### config.mk
export PLATFORM = sky130hd
export DESIGN_NAME = xorshift_chained_xor_byte_cipher
export DESIGN_NICKNAME = d
export VERILOG_FILES = /design/src/design/xcxbc_pkg.sv /design/src/design/xcxbc_divider.sv /design/src/design/xorshift_chained_xor_byte_cipher.sv
export SDC_FILE = /design/constraint.sdc
export NUM_CORES = 1
export LEC_CHECK = 0
export BUFFER_PORTS_ARGS = -buffer_cell sky130_fd_sc_hd__buf_2
export CAP_MARGIN = 20
export CORE_ASPECT_RATIO = 0.5
export CORE_UTILIZATION = 35
export DETAILED_ROUTE_END_ITERATION = 10
export PLACE_DENSITY_LB_ADDON = 0.12
export SKIP_CTS_REPAIR_TIMING = 1
export SLEW_MARGIN = 20
export SYNTH_ARGS = -nofsm -noshare
export SYNTH_HDL_FRONTEND = slang
export SYNTH_SLANG_ARGS = --single-unit
### constraint.sdc
create_clock -name clk -period 3.5 [get_ports clk]
set_input_delay 0.35 -clock clk [delete_from_list [all_inputs] [get_ports clk]]
set_output_delay 0.35 -clock clk [all_outputs]
set_load 0.01 [all_outputs]
### src/design/xcxbc_pkg.sv
// Shared types and constants for the xorshift chained-XOR byte cipher.
package xcxbc_pkg;

	localparam int unsigned WORD_W = 32;
	localparam int unsigned BYTE_W = 8;

	// Commands from the cipher controller to the remainder unit.
	typedef struct packed {
		logic start;
		logic ack;
	} div_cmd_t;

	// Status from the remainder unit back to the controller.
	typedef struct packed {
		logic busy;
		logic done;
	} div_stat_t;

endpackage

### src/design/xcxbc_divider.sv
// Bit-serial restoring remainder unit, one dividend bit per cycle.
module xcxbc_divider (
	input  logic                           clk,
	input  logic                           arst_n,
	input  xcxbc_pkg::div_cmd_t            cmd,
	input  logic [xcxbc_pkg::WORD_W-1:0]   dividend,
	input  logic [xcxbc_pkg::WORD_W-1:0]   divisor,
	output xcxbc_pkg::div_stat_t           stat,
	output logic [xcxbc_pkg::WORD_W-1:0]   remainder
);
	import xcxbc_pkg::*;

	localparam int unsigned CNT_W = $clog2(WORD_W);

	logic              busy_q;
	logic              done_q;
	logic [CNT_W-1:0]  cnt_q;
	logic [WORD_W-1:0] dvd_q;
	logic [WORD_W-1:0] dvs_q;
	logic [WORD_W-1:0] rem_q;
	logic [WORD_W:0]   trial;
	logic              fits;
	logic [WORD_W-1:0] rem_next;

	// Shift in the next dividend bit and subtract when the divisor fits.
	// A zero divisor always fits and subtracts nothing.
	assign trial    = {rem_q, dvd_q[WORD_W-1]};
	assign fits     = trial >= {1'b0, dvs_q};
	assign rem_next = fits ? WORD_W'(trial - {1'b0, dvs_q}) : trial[WORD_W-1:0];

	always_ff @(posedge clk or negedge arst_n) begin
		if (!arst_n) begin
			busy_q <= 1'b0;
			done_q <= 1'b0;
			cnt_q  <= '0;
		end else begin
			if (cmd.start) begin
				busy_q <= 1'b1;
				done_q <= 1'b0;
				cnt_q  <= '0;
			end else if (busy_q) begin
				cnt_q <= cnt_q + 1'b1;
				if (cnt_q == CNT_W'(WORD_W - 1)) begin
					busy_q <= 1'b0;
					done_q <= 1'b1;
				end
			end else if (cmd.ack) begin
				done_q <= 1'b0;
			end
		end
	end

	always_ff @(posedge clk) begin
		if (cmd.start) begin
			dvd_q <= dividend;
			dvs_q <= divisor;
			rem_q <= '0;
		end else if (busy_q) begin
			dvd_q <= {dvd_q[WORD_W-2:0], 1'b0};
			rem_q <= rem_next;
		end
	end

	assign stat.busy = busy_q;
	assign stat.done = done_q;
	assign remainder = rem_q;

endmodule

### src/design/xorshift_chained_xor_byte_cipher.sv
// Top level of the xorshift keystream chained-XOR byte cipher.
// An item passes through the load into the remainder unit, its 32 bit-serial steps
// and the handoff to the output register, which waits while that register is full.
// A new item is accepted only once the previous one has been handed off.
// A finished item waits in the output register while the next item is accepted.
// Reset (arst_n low, asynchronous) restores the register defaults, seeds the generator
// and clears the chain byte; no clearing pass is needed.
module xorshift_chained_xor_byte_cipher (
	input  logic                           clk,
	input  logic                           arst_n,
	// Input item channel
	input  logic                           in_valid,
	output logic                           in_stall,
	input  logic [xcxbc_pkg::BYTE_W-1:0]   data_in,
	input  logic                           restart,
	// Result item channel
	output logic                           out_valid,
	input  logic                           out_stall,
	output logic [xcxbc_pkg::BYTE_W-1:0]   data_out,
	// Configuration write channel
	input  logic                           cfg_valid,
	output logic                           cfg_ready,
	input  logic [1:0]                     cfg_index,
	input  logic [xcxbc_pkg::WORD_W-1:0]   cfg_data
);
	import xcxbc_pkg::*;

	// Register indexes
	localparam logic [1:0] REG_SEED    = 2'd0;
	localparam logic [1:0] REG_START   = 2'd1;
	localparam logic [1:0] REG_MODULUS = 2'd2;
	localparam logic [1:0] REG_DECRYPT = 2'd3;

	// Reset values
	localparam logic [WORD_W-1:0] SEED_RST    = 32'd2463534242;
	localparam logic [BYTE_W-1:0] START_RST   = 8'd0;
	localparam logic [WORD_W-1:0] MODULUS_RST = 32'hFFFF_FFFF;

	// One xorshift32 step with shifts 13, 17 and 4.
	function automatic logic [WORD_W-1:0] gen_next(input logic [WORD_W-1:0] v);
		logic [WORD_W-1:0] a;
		logic [WORD_W-1:0] b;
		a = v ^ (v << 13);
		b = a ^ (a >> 17);
		return b ^ (b << 4);
	endfunction

	logic [WORD_W-1:0] seed_q;
	logic [BYTE_W-1:0] start_q;
	logic [WORD_W-1:0] modulus_q;
	logic              decrypt_q;

	logic [WORD_W-1:0] prng_q;
	logic [BYTE_W-1:0] chain_q;
	logic [BYTE_W-1:0] din_q;
	logic              busy_q;
	logic              out_valid_q;
	logic [BYTE_W-1:0] data_out_q;

	logic              in_acc;
	logic              out_free;
	logic              take;
	logic [WORD_W-1:0] word;
	logic [BYTE_W-1:0] chain_src;
	logic [BYTE_W-1:0] result;
	logic [WORD_W-1:0] remainder;
	div_cmd_t          div_cmd;
	div_stat_t         div_stat;

	// Configuration is always taken at once.
	assign cfg_ready = 1'b1;

	always_ff @(posedge clk or negedge arst_n) begin
		if (!arst_n) begin
			seed_q    <= SEED_RST;
			start_q   <= START_RST;
			modulus_q <= MODULUS_RST;
			decrypt_q <= 1'b0;
		end else if (cfg_valid) begin
			case (cfg_index)
				REG_SEED:    seed_q    <= cfg_data;
				REG_START:   start_q   <= cfg_data[BYTE_W-1:0];
				REG_MODULUS: modulus_q <= cfg_data;
				REG_DECRYPT: decrypt_q <= cfg_data[0];
				default:     ;
			endcase
		end
	end

	// Accept a byte only while no other byte is in flight; the output register
	// is separate, so a waiting result does not hold off the next byte.
	assign in_stall = busy_q;
	assign in_acc   = in_valid && !busy_q;

	// Step the generator at accept time; restart reloads the seed and the chain first.
	assign word      = gen_next(restart ? seed_q : prng_q);
	assign chain_src = restart ? start_q : chain_q;

	// Hand the finished remainder to the output register once it is free.
	assign out_free = !out_valid_q || !out_stall;
	assign take     = div_stat.done && busy_q && out_free;
	assign result   = chain_q ^ din_q ^ remainder[BYTE_W-1:0];

	assign div_cmd.start = in_acc;
	assign div_cmd.ack   = take;

	xcxbc_divider u_divider (
		.clk       (clk),
		.arst_n    (arst_n),
		.cmd       (div_cmd),
		.dividend  (word),
		.divisor   (modulus_q),
		.stat      (div_stat),
		.remainder (remainder)
	);

	always_ff @(posedge clk or negedge arst_n) begin
		if (!arst_n) begin
			prng_q      <= SEED_RST;
			chain_q     <= START_RST;
			busy_q      <= 1'b0;
			out_valid_q <= 1'b0;
		end else begin
			if (in_acc) begin
				prng_q  <= word;
				chain_q <= chain_src;
				busy_q  <= 1'b1;
			end else if (take) begin
				// Advance the chain: cipher byte in both modes.
				chain_q <= decrypt_q ? din_q : result;
				busy_q  <= 1'b0;
			end
			if (take) begin
				out_valid_q <= 1'b1;
			end else if (!out_stall) begin
				out_valid_q <= 1'b0;
			end
		end
	end

	always_ff @(posedge clk) begin
		if (in_acc) begin
			din_q <= data_in;
		end
		if (take) begin
			data_out_q <= result;
		end
	end

	assign out_valid = out_valid_q;
	assign data_out  = data_out_q;

`ifndef NO_ASSERTIONS
	a_start_idle: assert property (@(posedge clk) disable iff (!arst_n)
		in_acc |-> (!div_stat.busy && !div_stat.done))
		else $error("byte accepted while remainder unit still holds work");

	a_start_runs: assert property (@(posedge clk) disable iff (!arst_n)
		in_acc |=> div_stat.busy)
		else $error("remainder unit did not start after accept");

	a_busy_tracks: assert property (@(posedge clk) disable iff (!arst_n)
		busy_q |-> (div_stat.busy || div_stat.done))
		else $error("byte in flight without remainder unit activity");

	a_take_free: assert property (@(posedge clk) disable iff (!arst_n)
		take |=> (out_valid && !busy_q))
		else $error("finished byte not loaded into output register");
`endif

endmodule

---- After elaboration in Yosys (flattened, before gate mapping) ----
Cells that the tools add are included.
storage, ports and cells
  bits in registers ....................... 234
  output and inout port bits .............. 11
operators by class
  eq/ne operators ......................... 7
  $add $sub $neg .......................... 2
  reductions and logical operators ........ 17
  muxes and demuxes ....................... 20
  $lt $le $gt $ge ......................... 1
  bitwise operators ....................... 5
operators by type and width
  operator                                                number
  two-way mux 32 bit                                      4
  XOR 32 bit                                              2
  >= comparator 33 x 32 -> 1 bit                          1
  two-way mux 8 bit                                       4
  subtractor 32 bit                                       1
  XOR 32 x 15 -> 32 bit                                   1
  XOR 8 bit                                               2
  AND reduction 2 bit                                     6
  two-way mux 1 bit                                       10
  two-way mux 5 bit                                       2
  adder 5 x 1 -> 5 bit (second input constant)            1
  equality test 5 bit (second input constant)             1
  equality test 2 bit (second input constant)             2
  nonzero test 2 bit                                      2
  logical AND 1 bit                                       3
  zero test 1 bit                                         3
  inequality test 3 bit (second input constant)           1
  nonzero test 3 bit                                      1
  equality test 2 x 1 -> 1 bit (second input constant)    1
  zero test 2 bit                                         1
  inequality test 2 x 1 -> 1 bit (second input constant)  1
  inequality test 2 bit (second input constant)           1
  logical OR 1 bit                                        1

---- Longest topological paths before layout ----
  depth in word-level cells ............... 6
  mapped depth ............................ 13
  depth with buffers taken out ............ 13

---- Cells and area by module ----
A second synthesis with hierarchy kept.
unflattened totals
  cells, all modules ...................... 1,075
  area, all modules ....................... 12,613.3 µm²
modules (own cells, without submodules)
  module                            area an instance (µm²)  times used  cells an instance
  xorshift_chained_xor_byte_cipher  6,727.7                 1           516
  xcxbc_divider                     5,885.6                 1           559

---- Least setup slack after synthesis ----
OpenSTA, ideal clock, no wires.
  kind .................................... reg-to-reg
  from .................................... register busy_q, in the netlist in_stall
  to ...................................... register din_q[0], enable pin
  data arrival time ....................... 2.162 ns
  cell stages (with the launch flop) ...... 5
  clock period less this slack ............ 2.582 ns
  slack ................................... 0.918 ns
  path through ............................ dfrtp_1 nand2b_1 inv_1 clkbuf_1 clkbuf_1
between the ends
  word-level cells in the longest chain between the ends .. 2
ends and longest elaborated chain
  element                 RTL line                                 source
  start, declared         xorshift_chained_xor_byte_cipher.sv:56   logic busy_q;
  start signal, assigned  xorshift_chained_xor_byte_cipher.sv:121  busy_q <= 1'b0;
  start signal, assigned  xorshift_chained_xor_byte_cipher.sv:127  busy_q <= 1'b1;
  start signal, assigned  xorshift_chained_xor_byte_cipher.sv:131  busy_q <= 1'b0;
  zero test 1 bit         xorshift_chained_xor_byte_cipher.sv:93   assign in_acc = in_valid && !busy_q;
  logical AND 1 bit       xorshift_chained_xor_byte_cipher.sv:93
  via in_acc              xorshift_chained_xor_byte_cipher.sv:60   logic in_acc;
  end signal, assigned    xorshift_chained_xor_byte_cipher.sv:143  din_q <= data_in;
  end, declared           xorshift_chained_xor_byte_cipher.sv:55   logic [BYTE_W-1:0] din_q;
The timed path passes the listed nets, and every way through them passes these cells.
A chain may end at the register's enable or synchronous reset.

---- Final worst setup path ----
  from .................................... register u_divider.dvs_q[22]
  to ...................................... register u_divider.rem_q[9], in the netlist u_divider.remainder[9]
between the ends
  word-level cells in the longest chain between the ends .. 2
ends and longest elaborated chain
  element                         RTL line             source
  start, declared                 xcxbc_divider.sv:19  logic [WORD_W-1:0] dvs_q;
  start signal, assigned          xcxbc_divider.sv:56  dvs_q <= divisor;
  >= comparator 33 x 32 -> 1 bit  xcxbc_divider.sv:28  assign fits = trial >= {1'b0, dvs_q};
  two-way mux 32 bit              xcxbc_divider.sv:29  assign rem_next = fits ? WORD_W'(trial - {1'b0, dvs_q}) : trial[WORD_W-1:0];
  end signal, assigned            xcxbc_divider.sv:60  rem_q <= rem_next;
  end, declared                   xcxbc_divider.sv:20  logic [WORD_W-1:0] rem_q;
Every way passes these cells.

==> results_dict.tcl <==
set metrics [dict create \
    status "finished, final reports clean" \
    tightest_slew_ns 0.8019 \
    area_growth_syn_to_layout_pct 14.31 \
    stdcell_area_um2 13960 \
    antenna_found_initial 1 \
    grt_overflow 0 \
    initial_utilization_pct 36.24 \
    arrival_ns 3.42 \
    synthesis.nets 1240 \
    antenna_cells 0 \
    vdd_drop_max_mv 0.3673 \
    route.detailed.drc 0 \
    start_kind "flip-flop" \
    routed_via_density 4.922 \
    portBuffers 57 \
    async_reset_ff_share_pct 52.14 \
    avgSynthCellArea_um2 10.56 \
    yosys-top-cells-area "edfxtp_1 (20%), dfstp_2 (13%), dfrtp_1 (13%)" \
    die_x_um 266.2 \
    max-cap-violations 0 \
    drt-initial-drc-count 371 \
    cts.clk_slew.worst_paths_ns 0.06 \
    dp_hpwl_mm 21.77 \
    yosysSeqAreaShare_pct 50.53 \
    relSlewSlack_pct 46.54 \
    cts_buffer_depth 3 \
    ios 59 \
    wirelength_mm 30.10 \
    synth_top_area_share_pct 19.67 \
    ant_nets 0 \
    place.gp.congestion 0.8601 \
    worstSkewPairLatency_ns 0.54 \
    yosysTopAreaCell "edfxtp_1" \
    yosysMostFrequentCell "nor2_1" \
    grt_pass1_vias 8378 \
    synth_cell_types 69 \
    min_period_ns 3.049 \
    placed_cells 1645 \
    hold_viol_final 0 \
    core_um2 33700 \
    fin_skew_ns 0.01261 \
    p_leak_nw 5.699 \
    setup_violations 0 \
    cts_root_buf "clkbuf_16" \
    placed_area_um2 13030 \
    register_area_um2 6172 \
    fillCellCount 3264 \
    power_density_nw_per_um2 825.2 \
    post-route-period-util_pct 87.12 \
    grt.total_usage_pct 17.32 \
    row_count 47 \
    ys_top_cells_by_count "nor2_1 (148), nand2_1 (120), xnor2_1 (96)" \
    critPathRequiredTime_ns 3.87 \
    path_class "reg2reg" \
    vias 8357 \
    setup_tns_ns 0 \
    fp.dieH_um 134.1 \
    synth_seq_cells 234 \
    hold_path.class "in2reg" \
    drive_gt1_share_pct 22.06 \
    synth_cells 1157 \
    instances_no_fill 1698 \
    drtPass1Iterations 5 \
    cp_max_fo 18 \
    clock_sinks 234 \
    synth_edf_count 80 \
    cts_made_buffers 24 \
    grt_max_degree 70 \
    grt_setup_unrepaired "no" \
    yosys_warnings 0 \
    netlist_area_um2 12210 \
    wire_per_inst_um 17.73 \
    fmax_mhz 328.0 \
    finalNetCount 1298 \
    grt_pass1_wl_mm 48.16 \
    total_power_mw 11.52 \
    cts_tree "yes" \
    htreeDepth 1 \
    maxSlewViolCount 0 \
    synthFlopType "edfxtp_1" \
    crit_path_end_kind "flip-flop" \
    multi_input_area_um2 5650 \
    die-area_um2 35690 \
]
-- power breakdown --
| group | total [mW] | internal, mW | switching (mW) |
|---|---|---|---|
| registers | 4.56 | 3.96 | 0.596 |
| logic | 4.22 | 1.87 | 2.34 |
| clock network | 2.75 | 1.63 | 1.12 |
-- sequential cells by signal (all words and copies together), names as in the netlist, 8 cells and up --
name / flops
modulus_q: 32
seed_q: 32
u_divider.remainder: 32
chain_q: 8
din_q: 8
start_q: 8
prng_q: 32
data_out: 8
u_divider.dvs_q: 32
u_divider.dvd_q: 32
-- stage by stage --
step           hold slack, ns  setup WS, ns  util [%]
5_1_grt               0.02954        0.2547     41.43
4_1_cts               -0.1348        0.4954     41.16
3_5_place_dp           0.4514        0.5164     38.66
3_3_place_gp           0.4420        0.6014     38.66
2_1_floorplan         0.05441        0.9178         -
6_report              0.04054        0.4508     41.43
-- cells by family (layout without fill, tap and decap cells) --
family	count (synthesis)	after routing	share of synthesized area [%]
other	1	1	0.03071
adder cells (fa/ha/maj)	35	35	3.647
flip-flops	234	234	50.53
AO/OA/AOI/OAI	196	196	10.62
multiplexers	117	117	10.35
buffers and inverters	98	174	3.268
AND/OR/NAND/NOR	348	348	12.38
XOR/XNOR	128	128	9.179
-- worst max-delay path: stages, from the launching register on --
cell	delay, ns
edfxtp_1	0.42
inv_1	0.08
ha_1	0.39
nand3_1	0.27
nor3_1	0.26
a31oi_1	0.13
a31o_1	0.31
nor2_8	0.35
buf_4	0.30
mux2i_1	0.26
a211oi_1	0.10
-- path summary, 6_finish.rpt --
path	to	depth (start not counted)	slack (ns)	startpoint
min reg2reg	prng_q[11]$_DFFE_PN1P_	2	0.48	prng_q[11]$_DFFE_PN1P_
min in group asynchronous	seed_q[24]$_DFFE_PN0P_	2	0.42	arst_n
max	u_divider.remainder[9]$_SDFFE_PP0P_	10	0.45	u_divider.dvs_q[22]$_DFFE_PP_
max in group asynchronous	modulus_q[5]$_DFFE_PN1P_	3	2.21	arst_n
max reg2reg	u_divider.remainder[9]$_SDFFE_PP0P_	10	0.45	u_divider.dvs_q[22]$_DFFE_PP_
min	out_valid$_DFFE_PN0P_	3	0.04	out_stall
-- cell usage in the layout, fill, tap and decap left out, types with 32 or more instances in the layout --
cell type    n
buf_2       56
mux2i_1     43
dfstp_2     60
dfxtp_1     32
edfxtp_1    80
nor2_1     148
mux2_2      74
o21ai_0     39
xor2_1      32
inv_1       45
xnor2_1     96
ha_1        34
a21oi_1     64
dfrtp_1     61
nand2_1    120
-- cell type report --
type	instances	share of cell area [%]
clock buffers	35	5.037
clock inverters	9	1.004
inverters	46	1.255
multi-input cells	825	40.47
flip-flops and latches	234	44.21
well taps	465	4.167
repair buffers	84	3.854
-- layer usage --
metal | share of wire [%] | GRT usage (%) | vias up
li1 | - | - | 4122
met1 | 52 | 25.89 | 4092
met5 | 0 | 0 | -
met2 | 43 | 26.62 | 109
met4 | 1.5 | 3.289 | 0
met3 | 3.1 | 2.552 | 34
No activity file was read; power rests on OpenSTA's default activity.
